File: src/hdl/dstfp_pkg.sv
// ----------------------------------------------------------------------------
// dstfp_pkg
// Shared constants, types and the power-of-ten table for the decimal
// string to fixed point converter.
// ----------------------------------------------------------------------------
`default_nettype none

package dstfp_pkg;

	// number format
	localparam int FRAC_BITS       = 16;
	localparam int INT_BITS        = 31;
	localparam int MAX_FRAC_DIGITS = 9;
	localparam int VALUE_W         = 48;

	// fraction accumulator holds up to nine decimal digits
	localparam int FRAC_W = 30;
	localparam int NDIG_W = 4;
	localparam int CNT_W  = $clog2(FRAC_BITS + 1);

	// character codes
	localparam logic [7:0] CH_NUL   = 8'h00;
	localparam logic [7:0] CH_PLUS  = 8'h2B;
	localparam logic [7:0] CH_MINUS = 8'h2D;
	localparam logic [7:0] CH_DOT   = 8'h2E;
	localparam logic [7:0] CH_0     = 8'h30;
	localparam logic [7:0] CH_9     = 8'h39;

	typedef enum logic [1:0] {
		STOP_TERM  = 2'd0,
		STOP_DOT   = 2'd1,
		STOP_OTHER = 2'd2
	} stop_reason_t;

	// finished parse handed from the parser to the back end
	typedef struct packed {
		logic [INT_BITS-1:0] int_part;
		logic [FRAC_W-1:0]   frac;
		logic [NDIG_W-1:0]   ndig;
		logic                neg;
		logic                sat;
		stop_reason_t        reason;
	} fin_t;

	function automatic logic [FRAC_W-1:0] pow10(input logic [NDIG_W-1:0] n);
		logic [FRAC_W-1:0] p;
		unique case (n)
			4'd0:    p = 30'd1;
			4'd1:    p = 30'd10;
			4'd2:    p = 30'd100;
			4'd3:    p = 30'd1000;
			4'd4:    p = 30'd10000;
			4'd5:    p = 30'd100000;
			4'd6:    p = 30'd1000000;
			4'd7:    p = 30'd10000000;
			4'd8:    p = 30'd100000000;
			4'd9:    p = 30'd1000000000;
			default: p = 30'd1;
		endcase
		return p;
	endfunction

endpackage

`default_nettype wire

File: src/hdl/dstfp_parse.sv
// ----------------------------------------------------------------------------
// dstfp_parse
// Character parser: sign, integer and fraction digit accumulation, stop
// detection and skip-to-terminator handling.
// ----------------------------------------------------------------------------
`default_nettype none

module dstfp_parse import dstfp_pkg::*; (
	input  wire logic       clk,
	input  wire logic       arst_n,
	input  wire logic       take,
	input  wire logic [7:0] ch,
	output logic            fin_valid,
	output fin_t            fin
);

	localparam int IW4 = INT_BITS + 4;
	localparam int FW4 = FRAC_W + 4;
	localparam logic [INT_BITS-1:0] INT_MAX = '1;

	logic [INT_BITS-1:0] int_q;
	logic [FRAC_W-1:0]   frac_q;
	logic [NDIG_W-1:0]   ndig_q;
	logic                neg_q;
	logic                in_frac_q;
	logic                start_q;
	logic                skip_q;
	logic                ovf_q;

	logic                is_digit;
	logic [3:0]          dig;
	logic [IW4-1:0]      int_next;
	logic [FW4-1:0]      frac_next;
	logic                int_over;
	logic                sign_first;
	logic                dot_first;
	logic                stop;

	assign is_digit  = (ch >= CH_0) && (ch <= CH_9);
	assign dig       = ch[3:0];
	assign int_next  = (IW4'(int_q) << 3) + (IW4'(int_q) << 1) + IW4'(dig);
	assign frac_next = (FW4'(frac_q) << 3) + (FW4'(frac_q) << 1) + FW4'(dig);
	assign int_over  = ovf_q || (int_next > IW4'(INT_MAX));

	assign sign_first = start_q && ((ch == CH_MINUS) || (ch == CH_PLUS));
	assign dot_first  = (ch == CH_DOT) && !in_frac_q;
	assign stop       = !skip_q && !sign_first && !is_digit && !dot_first;
	assign fin_valid  = take && stop;

	always_comb begin
		fin.int_part = int_q;
		fin.frac     = frac_q;
		fin.ndig     = ndig_q;
		fin.neg      = neg_q;
		fin.sat      = ovf_q;
		if (ch == CH_NUL) begin
			fin.reason = STOP_TERM;
		end else if (ch == CH_DOT) begin
			fin.reason = STOP_DOT;
		end else begin
			fin.reason = STOP_OTHER;
		end
	end

	always_ff @(posedge clk or negedge arst_n) begin
		if (!arst_n) begin
			int_q     <= '0;
			frac_q    <= '0;
			ndig_q    <= '0;
			neg_q     <= 1'b0;
			in_frac_q <= 1'b0;
			start_q   <= 1'b1;
			skip_q    <= 1'b0;
			ovf_q     <= 1'b0;
		end else if (take) begin
			if (skip_q) begin
				if (ch == CH_NUL) begin
					skip_q  <= 1'b0;
					start_q <= 1'b1;
				end
			end else if (stop) begin
				// clear for the next number
				int_q     <= '0;
				frac_q    <= '0;
				ndig_q    <= '0;
				neg_q     <= 1'b0;
				in_frac_q <= 1'b0;
				start_q   <= 1'b1;
				ovf_q     <= 1'b0;
				skip_q    <= (ch != CH_NUL);
			end else begin
				start_q <= 1'b0;
				if (sign_first) begin
					neg_q <= (ch == CH_MINUS);
				end else if (is_digit) begin
					if (in_frac_q) begin
						if (ndig_q < NDIG_W'(MAX_FRAC_DIGITS)) begin
							frac_q <= frac_next[FRAC_W-1:0];
							ndig_q <= ndig_q + NDIG_W'(1);
						end
					end else if (int_over) begin
						int_q <= INT_MAX;
						ovf_q <= 1'b1;
					end else begin
						int_q <= int_next[INT_BITS-1:0];
					end
				end else begin
					in_frac_q <= 1'b1;
				end
			end
		end
	end

endmodule

`default_nettype wire

File: src/hdl/dstfp_div.sv
// ----------------------------------------------------------------------------
// dstfp_div
// Bit-serial restoring divider: (frac << FRAC_BITS) / 10^n, one quotient
// bit per cycle.
// ----------------------------------------------------------------------------
`default_nettype none

module dstfp_div import dstfp_pkg::*; (
	input  wire logic                 clk,
	input  wire logic                 arst_n,
	input  wire logic                 start,
	input  wire logic [FRAC_W-1:0]    num,
	input  wire logic [NDIG_W-1:0]    ndig,
	output logic                      busy,
	output logic [FRAC_BITS-1:0]      quot
);

	logic [FRAC_W-1:0]    rem_q;
	logic [FRAC_W-1:0]    den_q;
	logic [FRAC_BITS-1:0] quot_q;
	logic [CNT_W-1:0]     cnt_q;

	logic [FRAC_W:0]      rem2;
	logic [FRAC_W:0]      diff;
	logic                 ge;

	// remainder stays below the divisor, so twice it fits one extra bit
	assign rem2 = {rem_q, 1'b0};
	assign diff = rem2 - {1'b0, den_q};
	assign ge   = rem2 >= {1'b0, den_q};

	assign busy = (cnt_q != '0);
	assign quot = quot_q;

	always_ff @(posedge clk or negedge arst_n) begin
		if (!arst_n) begin
			rem_q  <= '0;
			den_q  <= '0;
			quot_q <= '0;
			cnt_q  <= '0;
		end else if (start) begin
			rem_q  <= num;
			den_q  <= pow10(ndig);
			quot_q <= '0;
			cnt_q  <= CNT_W'(FRAC_BITS);
		end else if (busy) begin
			rem_q  <= ge ? diff[FRAC_W-1:0] : rem2[FRAC_W-1:0];
			quot_q <= {quot_q[FRAC_BITS-2:0], ge};
			cnt_q  <= cnt_q - CNT_W'(1);
		end
	end

endmodule

`default_nettype wire

File: src/hdl/decimal_string_to_fixed_point.sv
// ----------------------------------------------------------------------------
// decimal_string_to_fixed_point
// ASCII decimal string to signed fixed point converter, one character per
// word in, one fixed point result word out per parsed number.
// ----------------------------------------------------------------------------
// Takes a string one character per word on the ch channel and returns one
// result word per number on the res channel: value in two's complement with
// FRAC_BITS fraction bits (fraction truncated toward zero, sign applied
// after), saturated when the integer part clamped, and stop_reason telling
// whether a terminator, a second dot or another character ended the number.
// Sign, digit and dot characters are taken without holding off the input. A
// character that ends the number holds off the input while the fraction is
// divided by 10^n in a bit-serial restoring divider that produces one
// quotient bit per cycle, then while the result is handed off and loaded
// into the output register. A number with no fraction digits skips the
// divider and holds off the input only while the output register is loaded.
// Either wait grows while a result word still held in the output register
// is stalled. After an early stop the characters up to the next terminator
// are swallowed without a result.
// ----------------------------------------------------------------------------
`default_nettype none

module decimal_string_to_fixed_point import dstfp_pkg::*; (
	input  wire logic                      clk,
	input  wire logic                      arst_n,
	// character input
	input  wire logic                      ch_valid,
	output logic                           ch_stall,
	input  wire logic [7:0]                ch,
	// result output
	output logic                           res_valid,
	input  wire logic                      res_stall,
	output logic signed [VALUE_W-1:0]      value,
	output logic                           saturated,
	output logic [1:0]                     stop_reason
);

	localparam int MAG_W = INT_BITS + FRAC_BITS;
	localparam int CMP_W = (MAG_W > VALUE_W) ? MAG_W : VALUE_W;

	typedef enum logic [1:0] {
		S_IDLE,
		S_DIV,
		S_OUT
	} state_t;

	state_t               state_q;
	fin_t                 job_q;
	logic                 res_valid_q;
	logic [VALUE_W-1:0]   value_q;
	logic                 saturated_q;
	stop_reason_t         stop_reason_q;

	logic                 take;
	logic                 fin_valid;
	fin_t                 fin;
	logic                 div_start;
	logic                 div_busy;
	logic [FRAC_BITS-1:0] quot;

	// assembled result
	logic [FRAC_BITS-1:0] frac_fix;
	logic [CMP_W-1:0]     mag;
	logic                 mag_over;
	logic [VALUE_W-1:0]   mag_clamp;
	logic [VALUE_W-1:0]   value_next;
	logic                 load_out;

	// characters are taken only while no number is being finished
	assign ch_stall = (state_q != S_IDLE);
	assign take     = ch_valid && !ch_stall;

	dstfp_parse u_parse (
		.clk       (clk),
		.arst_n    (arst_n),
		.take      (take),
		.ch        (ch),
		.fin_valid (fin_valid),
		.fin       (fin)
	);

	// no fraction digits means a zero fraction, so the divider is skipped
	assign div_start = fin_valid && (fin.ndig != '0);

	dstfp_div u_div (
		.clk    (clk),
		.arst_n (arst_n),
		.start  (div_start),
		.num    (fin.frac),
		.ndig   (fin.ndig),
		.busy   (div_busy),
		.quot   (quot)
	);

	// quotient stays below 2^FRAC_BITS, so the add is a concatenation
	assign frac_fix = (job_q.ndig != '0) ? quot : '0;
	assign mag      = CMP_W'({job_q.int_part, frac_fix});
	assign mag_over = |mag[CMP_W-1:VALUE_W-1];

	always_comb begin
		if (mag_over) begin
			mag_clamp = {1'b0, {(VALUE_W-1){1'b1}}};
		end else begin
			mag_clamp = {1'b0, mag[VALUE_W-2:0]};
		end
		value_next = job_q.neg ? (VALUE_W'(0) - mag_clamp) : mag_clamp;
	end

	// output register frees the input side while a result waits
	assign load_out = (state_q == S_OUT) && (!res_valid_q || !res_stall);

	always_ff @(posedge clk or negedge arst_n) begin
		if (!arst_n) begin
			state_q       <= S_IDLE;
			job_q         <= '0;
			res_valid_q   <= 1'b0;
			value_q       <= '0;
			saturated_q   <= 1'b0;
			stop_reason_q <= STOP_TERM;
		end else begin
			// a new word replaces the one leaving in the same cycle
			if (load_out) begin
				res_valid_q <= 1'b1;
			end else if (res_valid_q && !res_stall) begin
				res_valid_q <= 1'b0;
			end
			unique case (state_q)
				S_IDLE: begin
					if (fin_valid) begin
						job_q   <= fin;
						state_q <= div_start ? S_DIV : S_OUT;
					end
				end
				S_DIV: begin
					if (!div_busy) begin
						state_q <= S_OUT;
					end
				end
				S_OUT: begin
					if (load_out) begin
						value_q       <= value_next;
						saturated_q   <= job_q.sat || mag_over;
						stop_reason_q <= job_q.reason;
						state_q       <= S_IDLE;
					end
				end
				default: begin
					state_q <= S_IDLE;
				end
			endcase
		end
	end

	assign res_valid   = res_valid_q;
	assign value       = value_q;
	assign saturated   = saturated_q;
	assign stop_reason = stop_reason_q;

endmodule

`default_nettype wire

File: config.mk
export PLATFORM = sky130hd
export DESIGN_NAME = decimal_string_to_fixed_point
export DESIGN_NICKNAME = d
export VERILOG_FILES = /design/src/hdl/dstfp_pkg.sv /design/src/hdl/dstfp_parse.sv /design/src/hdl/dstfp_div.sv /design/src/hdl/decimal_string_to_fixed_point.sv
export SDC_FILE = /design/constraint.sdc
export NUM_CORES = 1
export LEC_CHECK = 0
export ABC_AREA = 0
export BUFFER_PORTS_ARGS = -buffer_cell sky130_fd_sc_hd__buf_2
export CAP_MARGIN = 20
export CELL_PAD_IN_SITES_DETAIL_PLACEMENT = 0
export CELL_PAD_IN_SITES_GLOBAL_PLACEMENT = 1
export CORE_ASPECT_RATIO = 1.75
export CORE_MARGIN = 4
export CORE_UTILIZATION = 52
export DETAILED_ROUTE_END_ITERATION = 8
export PLACE_DENSITY_LB_ADDON = 0.08
export SETUP_SLACK_MARGIN = 0.2
export SLEW_MARGIN = 20
export SYNTH_ARGS = -nofsm -noshare
export SYNTH_HDL_FRONTEND = slang
export SYNTH_SLANG_ARGS = --single-unit
File: constraint.sdc
create_clock -name clk -period 6.6 [get_ports clk]
set_input_delay 0.66 -clock clk [delete_from_list [all_inputs] [get_ports clk]]
set_output_delay 0.66 -clock clk [all_outputs]
set_load 0.005 [all_outputs]
=== After elaboration in Yosys (flattened, before gate mapping) ===
Memory sizes are Yosys's and may differ from the RTL's. A register that Yosys moved wholly into a read port is not among the register bits.
Cells that the tools add are included.

* $add $sub $neg: 8
* Magnitude comparators: 5
* Equality and inequality tests: 12
* Muxes and demuxes: 49
* Bitwise logic cells: 1
* Reduce and logical (&&, ||, !) cells: 46

{| class="wikitable"
|+ Operator list
! operator !! count
|-
| $mux 30 || 8
|-
| $mux 31 || 5
|-
| $mux 16 || 3
|-
| $mux 48 || 1
|-
| $sub 1x47->48 const A || 1
|-
| $add 34x32->35 || 1
|-
| $add 35x4->35 || 1
|-
| $gt 35x31->1 const B || 1
|-
| $ge 31x30->1 || 1
|-
| $add 30x30->30 || 1
|-
| $add 30x4->30 || 1
|-
| $sub 30x30->30 || 1
|-
| $eq 8x6->1 const B || 3
|-
| $mux 4 || 5
|-
| $mux 1 || 18
|-
| $reduce_bool 2->1 || 8
|-
| $ne 2x2->1 const B || 7
|-
| $mux 2 || 6
|-
| $reduce_and 6->1 || 2
|-
| $logic_and 1x1->1 || 11
|-
| $mux 5 || 2
|-
| $logic_not 1->1 || 9
|-
| $ge 8x6->1 const B || 1
|-
| $le 8x6->1 const B || 1
|-
| other kinds (17) || 23
|}

* Register bits: 214
* ROM bits: 480
* Input bits: 12
* Output and inout port bits: 53
* Logic and storage cells: 143
* Memories: 1

{| class="wikitable"
|+ Memories
! name !! depth !! width !! rd ports !! clocked after Yosys merged registers in !! wr ports !! line !! RTL
|-
| (name not given) || 16 || 30 || 1 || 1 || 0 || dstfp_pkg.sv:47 || <nowiki>unique case (n)</nowiki>
|}

=== Depth between registers and ports, before layout ===
Gate-level depths: netlist of the first run.

* Word-level depth: 12
* Gate-level depth with buffers: 14

=== By module ===
Synthesis of the first run repeated with hierarchy kept, for this count alone.

* Cells, all modules: 1852
* Area total of the unflattened synthesis: 16774.8 sq um

{| class="wikitable"
|+ Modules (own cells, without submodules)
! module !! instances !! cells each !! area an instance (sq um)
|-
| dstfp_parse || 1 || 743 || 6590.1
|-
| dstfp_div || 1 || 646 || 5415.2
|-
| decimal_string_to_fixed_point || 1 || 463 || 4769.6
|}

=== Worst setup path before layout of the first run ===
Ideal clock, no wire load.

* Kind: input to register
* From: input ch[3]
* To: register u_parse.int_q[11]
* Data arrival time: 3.705 ns
* Required time: 6.462 ns
* Slack: 2.757 ns
* Stages: 13
* Path buffers: 2
* Cell sequence: inv_1 fa_1 fa_1 nand2b_1 a21oi_1 o2111ai_1 a2111oi_0 o31ai_1 a22o_1 nor3_1 clkbuf_1 buf_2 a31oi_1

* Longest elaborated chain between the ends: 9
* Elaborated cells between the ends (all ways): 27
* Those cells by class: 1 x add/sub; 3 x order compare; 5 x eq/ne; 5 x mux; 13 x reduce/logical

{| class="wikitable"
|+ RTL lines
! element !! line !! RTL
|-
| start: declaration || decimal_string_to_fixed_point.sv:29 || <nowiki>input wire logic [7:0] ch,</nowiki>
|-
| parallel branches: the longest is 9 deep, another holds $add 35x4->35 || n/a ||
|-
| end signal: assignment || dstfp_parse.sv:105 || <nowiki>int_q <= int_next[INT_BITS-1:0];</nowiki>
|-
| end: declaration || dstfp_parse.sv:21 || <nowiki>logic [INT_BITS-1:0] int_q;</nowiki>
|}

Several ways; the timed one is not identified. The select of a mux whose other input is x is not followed.
A chain may end at the register's enable or synchronous reset.

=== Final worst setup path of the first run ===
* From: register u_div.den_q[12]
* To: register u_div.rem_q[28]

* Longest elaborated chain between the ends: 4
* Elaborated cells between the ends (all ways): 5
* Those cells by class: 1 x add/sub; 1 x order compare; 3 x mux

{| class="wikitable"
|+ RTL lines
! element !! line !! RTL
|-
| start: declaration || dstfp_div.sv:19 || <nowiki>logic [FRAC_W-1:0] den_q;</nowiki>
|-
| $sub 30x30->30 or $ge 31x30->1 (tied branches) || dstfp_div.sv:29, dstfp_div.sv:30 ||
|-
| $mux 30 (*) || dstfp_div.sv:47 || <nowiki>rem_q <= ge ? diff[FRAC_W-1:0] : rem2[FRAC_W-1:0];</nowiki>
|-
| $mux 30 (*) || dstfp_div.sv:46 || <nowiki>end else if (busy) begin</nowiki>
|-
| $mux 30 (*) || dstfp_div.sv:41 || <nowiki>end else if (start) begin</nowiki>
|-
| end signal: assignment || dstfp_div.sv:42 || <nowiki>rem_q <= num;</nowiki>
|-
| end signal: assignment || dstfp_div.sv:47 ||
|-
| end: declaration || dstfp_div.sv:18 || <nowiki>logic [FRAC_W-1:0] rem_q;</nowiki>
|}

Every way passes the cells marked *; elsewhere a longest branch is shown, timed or not. The select of a mux whose other input is x is not followed.

==> results of run 1 <==
==> sequential cells by signal, indices dropped and copies added, names as in the netlist <==
signal             count
job_q                 39
res_valid              1
saturated              1
state_q                2
stop_reason            2
u_div.cnt_q            5
u_div.den_q           23
u_div.quot            16
u_div.rem_q           30
u_parse.frac_q        30
u_parse.in_frac_q      1
u_parse.int_q         31
u_parse.ndig_q         4
u_parse.neg_q          1
u_parse.ovf_q          1
u_parse.skip_q         1
u_parse.start_q        1
value                 48
==> critical path, cell delays in order (launching register included) <==
cell,delay [ns]
dfrtp_1,0.35
inv_1,0.09
ha_1,0.39
a21o_1,0.20
a211oi_1,0.37
o211ai_1,0.17
o21ai_0,0.41
a21oi_1,0.14
o211ai_1,0.53
and2_1,0.92
o31ai_1,0.19
a221o_1,0.35
==> area by class of cell <==
class | instances | area, sq um
well taps | 391 | 489.2
fillers | 2828 | 13010
inverters | 59 | 221.5
flip-flops and latches | 237 | 5932
clock buffers | 29 | 680.7
clock inverters | 17 | 284.0
multi-input cells | 1491 | 9632
repair buffers | 80 | 490.5
==> logic make-up (layout without fill, tap and decap cells) <==
kind of cell               count (synthesis)  in the layout
DFF                                      237            237
and+or+nand+nor                          610            610
buffers and inverters                    161            185
xor gates and xnor gates                 112            112
muxes                                     13             13
AOI/OAI and AO/OA                        596            596
adders and majority gates                160            160
==> power breakdown <==
| part | switching (W) | internal [W] | total, W |
|---|---|---|---|
| combinational | 0.00130 | 0.000875 | 0.00217 |
| clock | 0.000649 | 0.00102 | 0.00167 |
| sequential | 0.000285 | 0.00169 | 0.00198 |
| total | 0.00223 | 0.00358 | 0.00582 |
==> cells in the mapped netlist, drive strengths merged, types with 7 or more instances <==
library cell / n
or2: 10
ha: 155
nor2: 92
o21a: 14
nor2b: 9
dfrtp: 236
a21oi: 132
nand4: 16
o211ai: 14
xnor2: 38
a21o: 40
clkbuf: 90
nor3: 33
o31ai: 30
a211oi: 14
a211o: 7
buf: 12
or3: 22
inv: 58
nand3: 64
nand2: 304
nor4: 7
o41ai: 9
and3: 11
a31oi: 49
o21bai: 7
and2: 7
o22ai: 10
xor2: 74
nand2b: 13
o31a: 8
o21ai: 206
or4: 14
mux2i: 9
a21boi: 7
==> how the worst max path moves through the flow <==
| stage | cells after the start | end | start |
|---|---|---|---|
| 3_3_place_gp | 14 | u_parse.int_q[16] | ch[3] |
| 6_report | 11 | u_div.rem_q[28] | u_div.den_q[12] |
| 3_5_place_dp | 14 | u_parse.int_q[12] | ch[3] |
| 5_1_grt | 11 | u_div.rem_q[28] | u_div.den_q[12] |
| 4_1_cts | 11 | u_div.rem_q[11] | u_div.den_q[12] |
| 2_1_floorplan | 13 | u_parse.int_q[11] | ch[3] |
==> per-stage QoR <==
| step | hold slack, ns | setup WS [ns] | util [%] | cells | cell area, sq um |
|---|---|---|---|---|---|
| finish | 0.03949 | 2.356 | 57.68 | 2304 | 17730 |
| global route | 0.07340 | 2.164 | 57.68 | 2304 | 17730 |
| CTS | 0.05188 | 2.432 | 57.55 | 2302 | 17690 |
| detailed placement | 0.4659 | 2.191 | 54.41 | 2256 | 16720 |
| global placement | 0.4572 | 2.329 | 54.41 | 2256 | 16720 |
| floorplan | 0.3644 | 2.757 | - | 1889 | 16130 |
==> routing by layer <==
layer  share of wire [%]  track usage, %  up-vias
li1                    -               -     6808
met1                  34           28.40     6861
met2                  56           57.23      365
met3                 3.3           2.795      126
met4                 6.5           16.75        0
met5                   0               0        -
==> flow_summary.ini, run 1 <==
[run_status]
status = finished clean

[synth]
synthAdderAreaFrac_pct = 12.64
synth-compound-area-share_pct = 22.83
ys_ff_latch = 237
synth-xor-area-share_pct = 6.081
syn_area_sq_mm = 0.01613
synth-seq-area-share_pct = 36.77
synthMuxAreaShare_pct = 0.8377
yosys.area.top_type = dfrtp_1
yosys-top-cells-area = dfrtp_1 37%, ha_1 12%, nand2_1 7.1%
synth_nets = 2061
synth-async-reset-ratio_pct = 100.0
synth_top_area_share_pct = 36.61
ys_warn_count = 0
synth_enable_flop_cells = 0
yosys.area_share.simple_pct = 17.05
synthDistinctLibCells = 73
synth_top_family_by_area = compound AO/OA/AOI/OAI gates
syn_avg_cell_area_sq_um = 8.539
ys.flop_type = dfrtp_1
synthCells = 1889

[detailed_routing]
drc = 0
dr.pass1.iters = 7
vias_per_cell = 6.146
routed_wl_microns = 49470
vias = 14160
dr.first_iter.drc_count = 802
wl_per_cell_microns = 21.47
ant_nets = 0

[global_route]
grt_max_degree = 178
track_usage_pct = 28.84
grt_antenna_before_repair = 0
overflow = 0
grt_pass1_wl_microns = 77870
grt_pass1_vias = 14460

[sta]
rsz0062_at_grt = false
timing.final.crit_share_pct = 64.31
slew-limit-headroom_pct = 29.82
finalHoldViolations = 0
setup_tns_ns = 0
setup_viol = 0
period_needed_ns = 4.244
tightest_slew_ns = 1.053
maxSlewViolCount = 0
max_freq_mhz = 235.6
fin_skew_ns = 0.01302

[power]
pwr_density_cell_mw_per_mm2 = 328.1
total_power_w = 0.005818
ir_drop_v = 0.0002748
power.leakage_nw = 8.700

[setup_path]
reg2reg_depth = 11
crit_fanout = 20
worstPathRequired_ns = 7.04
critPathLaunchType = flop
r2r_slack_ns = 2.36
r2r_end = u_div.rem_q[28]
r2r-start = u_div.den_q[12]
critPathArrivalTime_ns = 4.68
crit_type = reg2reg
endpoint_kind = flop

[layout]
final_common_cell = nand2_1
antenna_cells = 0
final_cell_mix = 304 x nand2_1, 236 x dfrtp_1, 200 x o21ai_0
area_delta_synth_final_pct = 9.913
fin_nets = 2066
drive_above_1_share_pct = 8.155

[placement]
hpwl_microns = 36370
gp_congestion = 0.8985
portBuffers = 64

[clock_network]
cts_hold_buf = 0
ctsRootBufferMaster = clkbuf_16
clk_path_buf_depth = 3
numClockSinks = 237
clkTransAtPathRegs_ns = 0.06
cts_setup_buffers = 0
cts_max_level = 1
cts_inserted_buffers = 25
clk_latency_ns = 0.56
postCtsResizedCells = 0
cts_tree = done

[run]
maxCapViolCount = 0

[hold_path]
min_path_type = in2async

[floorplanning]
dieArea_sq_mm = 0.03401
start_util_pct = 52.48
io_pins = 65
rows = 85
coreArea_sq_mm = 0.03074
die_h_microns = 241.0
die_w_microns = 141.1
Note: power is estimated with default switching activity, not from simulation.
==> run 2, diff against run 1 <==
- CORE_UTILIZATION: 52 -> 48
- clock period: 6.6 -> 4.35 ns (I/O delays scaled with it)
==> flow_summary.ini, run 2 (synthesized netlist as in run 1, its figures left out) <==
[setup_path]
endpoint_kind = flop
cpMostUsedCell = fa_1
critPathLaunchType = flop
critPathArrivalTime_ns = 4.19
critPathMaxStageDelay_ns = 0.52
r2r_end = u_parse.int_q[7]
r2r_slack_ns = 0.54
critical-path-top-delay-family = compound AO/OA/AOI/OAI gates
worstPathRequired_ns = 4.73
crit_fanout = 13
reg2reg_depth = 12
crit_type = reg2reg
timing.critical_path.cells = inv_1 > fa_1 > fa_1 > nand2b_1 > a21oi_1 > o2111ai_1 > a2111oi_0 > o31ai_1 > a22o_1 > nor3_2 > buf_4 > a31oi_1
r2r-start = u_parse.int_q[0]
slowest_stage = a2111oi_0
worst-path-buf-inv = 2

[clock_network]
cts_tree = done
clk_latency_ns = 0.54
cts_max_level = 1
postCtsResizedCells = 0
ctsRootBufferMaster = clkbuf_16
clkTransAtPathRegs_ns = 0.06
cts_inserted_buffers = 25
numClockSinks = 237
clk_path_buf_depth = 3

[sta]
whs_ns = 0.1563
timing.final.crit_share_pct = 87.55
maxSlewViolCount = 0
tightest_slew_ns = 1.073
setup_tns_ns = 0
rsz0062_at_grt = false
fin_skew_ns = 0.01832
finalHoldViolations = 0
setup_viol = 0
slew-limit-headroom_pct = 28.23
period_needed_ns = 3.808
max_freq_mhz = 262.6

[run_status]
status = finished clean

[global_route]
overflow = 0
grt_antenna_before_repair = 0
track_usage_pct = 26.41
grt_pass1_vias = 14420
grt_pass1_wl_microns = 77540
grt_max_degree = 96

[power]
pwr_density_cell_mw_per_mm2 = 491.9
power_switching_w = 0.003287
ir_drop_v = 0.0004080
power.leakage_nw = 8.734
clockPowerShare_pct = 27.9
p_seq_share_pct = 34.1
total_power_w = 0.008752
swShare_pct = 37.55
p_comb_share_pct = 38.0
internal-power_w = 0.005465

[layout]
final_cell_mix = 304 x nand2_1, 235 x dfrtp_1, 200 x o21ai_0
largest_register_ffs = 48
fin_nets = 2078
antenna_cells = 0
fillCellCount = 3160
drive_above_1_share_pct = 8.429
final_common_cell = nand2_1
area_delta_synth_final_pct = 10.30

[floorplanning]
dieArea_sq_mm = 0.03672
rows = 88
die_w_microns = 146.6
start_util_pct = 48.83
io_pins = 65
die_h_microns = 250.5
coreArea_sq_mm = 0.03303

[placement]
gp_congestion = 0.9002
hpwl_microns = 37230
portBuffers = 64

[hold_path]
holdPathStages = 3
hold_path_end = res_valid
min_path_type = in2reg
holdCritStartpoint = res_stall

[detailed_routing]
dr.first_iter.drc_count = 607
dr.pass1.iters = 5
routed_wl_microns = 49020
vias_per_cell = 6.060
wl_per_cell_microns = 21.06
ant_nets = 0
drc = 0
vias = 14100

[run]
maxCapViolCount = 0
==> run 2: worst register-to-register path: stages, from the launching register on <==
cell and delay, ns:
dfrtp_1 0.40, inv_1 0.11, fa_1 0.47, fa_1 0.46, nand2b_1 0.18, a21oi_1 0.26
o2111ai_1 0.17, a2111oi_0 0.52, o31ai_1 0.16, a22o_1 0.27, nor3_2 0.28, buf_4 0.27
a31oi_1 0.11
==> run 2: worst max path at each step <==
stage | endpoint | cells after the start | startpoint
2_1_floorplan | u_parse.int_q[11] | 13 | ch[3]
3_3_place_gp | u_parse.int_q[19] | 13 | ch[3]
3_5_place_dp | u_parse.int_q[20] | 13 | ch[3]
4_1_cts | u_parse.int_q[20] | 12 | u_parse.int_q[0]
5_1_grt | u_parse.int_q[20] | 12 | u_parse.int_q[0]
6_report | u_parse.int_q[7] | 12 | u_parse.int_q[0]
==> run 2: power groups by stage <==
stage | logic (W) | clock network, W | registers (W)
final | 0.00332 | 0.00244 | 0.00299
after global routing | 0.00370 | 0.00259 | 0.00303
after CTS | 0.00334 | 0.00250 | 0.00298
after detailed placement | 0.00332 | 0 | 0.00301
after global placement | 0.00326 | 0 | 0.00301
after floorplan | 0.00249 | 0 | 0.00284
==> run 2: timing repair <==
action                                 CTS  global route
hold buffers                             1             0
endpoints found under the hold margin   63             0
buffers inserted                         0             0
==> run 2: layout make-up <==
cell class                 count  area [sq um]  share of cell area, %
clock buffer                  33         695.7                  3.910
clock inverter                10         232.7                  1.308
inverter                      59         221.5                  1.245
multi-input combinational   1491          9634                  54.15
sequential                   237          5933                  33.35
tap                          405         506.7                  2.848
timing repair buffer          92         568.0                  3.193
==> run 2: stage by stage <==
stage	instance area [sq um]	utilization [%]	setup WS, ns	std cells
2_1_floorplan	16130	-	0.7316	1889
3_3_place_gp	16850	51.01	0.4269	2283
3_5_place_dp	16850	51.02	0.3035	2283
4_1_cts	17790	53.86	0.5187	2327
5_1_grt	17790	53.86	0.2592	2327
6_report	17790	53.86	0.5418	2327
==> run 2: metal layers <==
layer	part of all wire [%]	wire [microns]	GRT usage, %
met5	0	0	0
met4	6.3	3096	14.99
met3	2.5	1209	2.226
met2	56	27680	52.62
met1	35	17040	26.14
==> run 3, diff against run 2 <==
- GPL_TIMING_DRIVEN: unset -> 0
==> flow_summary.ini, run 3 (synthesized netlist as in run 1, its figures left out) <==
[placement]
portBuffers = 64
pre_cts_ws_ns = -0.3844
gp_congestion = 0.9246
dp.cells = 2360
hpwl_microns = 41660

[power]
ir_drop_v = 0.0003177
total_power_w = 0.008574
p_seq_share_pct = 34.6
power.leakage_nw = 8.742
p_comb_share_pct = 39.4
pwr_density_cell_mw_per_mm2 = 477.9
internal-power_w = 0.005227
power_switching_w = 0.003347
swShare_pct = 39.04
clockPowerShare_pct = 26.0

[global_route]
grt_pass1_vias = 14760
overflow = 0
grt_pass1_wl_microns = 82190
track_usage_pct = 28.30
grt_antenna_before_repair = 0
grt_max_degree = 90

[clock_network]
cts_tree = done
clk_path_buf_depth = 3
numClockSinks = 237
clkTransAtPathRegs_ns = 0.06
cts_max_level = 1
cts_inserted_buffers = 25
ctsRootBufferMaster = clkbuf_16
clk_latency_ns = 0.54

[layout]
area_delta_synth_final_pct = 11.22
drive_above_1_share_pct = 7.236
post-route-util_pct = 54.31
antenna_cells = 0
largest_register_ffs = 48
final_cell_mix = 304 x nand2_1, 236 x dfrtp_1, 199 x o21ai_0
finalNonFillerCells = 2409
final_common_cell = nand2_1
fillCellCount = 3193
fin_nets = 2159

[detailed_routing]
vias_per_cell = 6.048
drc = 0
dr.first_iter.drc_count = 691
routed_wl_microns = 52900
dr.pass1.iters = 5
wl_per_cell_microns = 21.96
vias = 14570
ant_nets = 0

[sta]
finalHoldViolations = 0
fin_ws_ns = 0.4439
tightest_slew_ns = 1.076
max_freq_mhz = 256.0
rsz0062_at_grt = false
period_needed_ns = 3.906
whs_ns = 0.1514
setup_viol = 0
maxSlewViolCount = 0
timing.final.crit_share_pct = 89.80
slew-limit-headroom_pct = 27.74
fin_skew_ns = 0.01489

[setup_path]
worst-path-buf-inv = 3
critical-path-top-delay-family = compound AO/OA/AOI/OAI gates
cpMostUsedCell = fa_1
worstPathRequired_ns = 4.74
slowest_stage = fa_1
critPathLaunchType = flop
crit_type = reg2reg
crit_fanout = 10
critPathArrivalTime_ns = 4.30
timing.critical_path.cells = inv_1 > fa_1 > fa_1 > nand2b_1 > a21oi_2 > o2111ai_1 > a2111oi_2 > o31ai_1 > a22o_1 > nor3_2 > buf_4 > buf_2 > a31oi_1
endpoint_kind = flop
critPathMaxStageDelay_ns = 0.49

[floorplanning]
coreArea_sq_mm = 0.03303
die_w_microns = 146.6
start_util_pct = 48.83
io_pins = 65
rows = 88
dieArea_sq_mm = 0.03672
die_h_microns = 250.5

[hold_path]
min_path_type = in2reg

[run_status]
status = finished clean

[run]
maxCapViolCount = 0
run 3: cell types whose count changed in the layout (fill, tap and decap cells not counted), moves of 2 or more:
cell       change
clkbuf_8       +5
buf_1          +7
buf_16         +2
buf_2          +5
buf_4         -20
a21oi_2        +2
bufinv_16      -5
buf_12         -2
clkbuf_1      +89
nor2_1         +2
run 3: metrics by stage:
| step | cell area (sq um) | TNS (ns) |
|---|---|---|
| after global placement | 16960 | -359.29 |
| after detailed placement | 17030 | -8.465 |
| final | 17940 | 0 |
| after floorplan | 16130 | 0 |
| after global routing | 17940 | 0 |
| after CTS | 17920 | 0 |
run 3: metal layers:
layer | track usage (%) | wire length (microns) | vias up
li1 | - | - | 7011
met1 | 28.46 | 18390 | 7116
met2 | 55.69 | 29250 | 323
met3 | 2.244 | 1515 | 119
met4 | 16.71 | 3743 | 0
met5 | 0 | 0 | -
run 3: final timing paths:
path | from | endpoint | slack (ns) | cells after the start
max | u_parse.int_q[0] | u_parse.int_q[29] | 0.44 | 13
min | res_stall | res_valid | 0.15 | 3
max reg2reg | u_parse.int_q[0] | u_parse.int_q[29] | 0.44 | 13
min reg2reg | value[42] | value[42] | 0.48 | 2
max in group asynchronous | arst_n | value[37] | 2.64 | 4
min in group asynchronous | arst_n | u_parse.frac_q[19] | 0.44 | 2
run 3: timing repair:
item	in CTS	in global routing
hold endpoints to repair	74	0
hold buffers	1	0
buffers inserted	3	1
endpoints found under the setup margin	48	27
gates resized for setup	4	7
pin swaps	1	1
run 3: layout make-up:
class	instances	area, sq um	share of cell area, %
multi-input cells	1491	9613	53.58
clock buffers	39	768.2	4.282
well taps	405	506.7	2.825
clock inverters	5	78.83	0.4394
flip-flops and latches	237	5932	33.07
inverters	59	221.5	1.234
repair buffers	71	425.4	2.371
plain buffers	102	394.1	2.197
run 3: worst reg2reg max path, cell delays in order (launching register included):
cell and delay, ns:
dfrtp_1 0.40, inv_1 0.19, fa_1 0.49, fa_1 0.49
nand2b_1 0.20, a21oi_2 0.23, o2111ai_1 0.20, a2111oi_2 0.38
o31ai_1 0.13, a22o_1 0.25, nor3_2 0.20, buf_4 0.24
buf_2 0.24, a31oi_1 0.11
run 3: power by group through the flow:
stage / sequential (W) / combinational, W / clock, W
after CTS: 0.00296 / 0.00336 / 0.00227
after detailed placement: 0.00299 / 0.00332 / 0
after floorplan: 0.00284 / 0.00249 / 0
after global placement: 0.00298 / 0.00328 / 0
final: 0.00297 / 0.00338 / 0.00223
after global routing: 0.00301 / 0.00374 / 0.00235
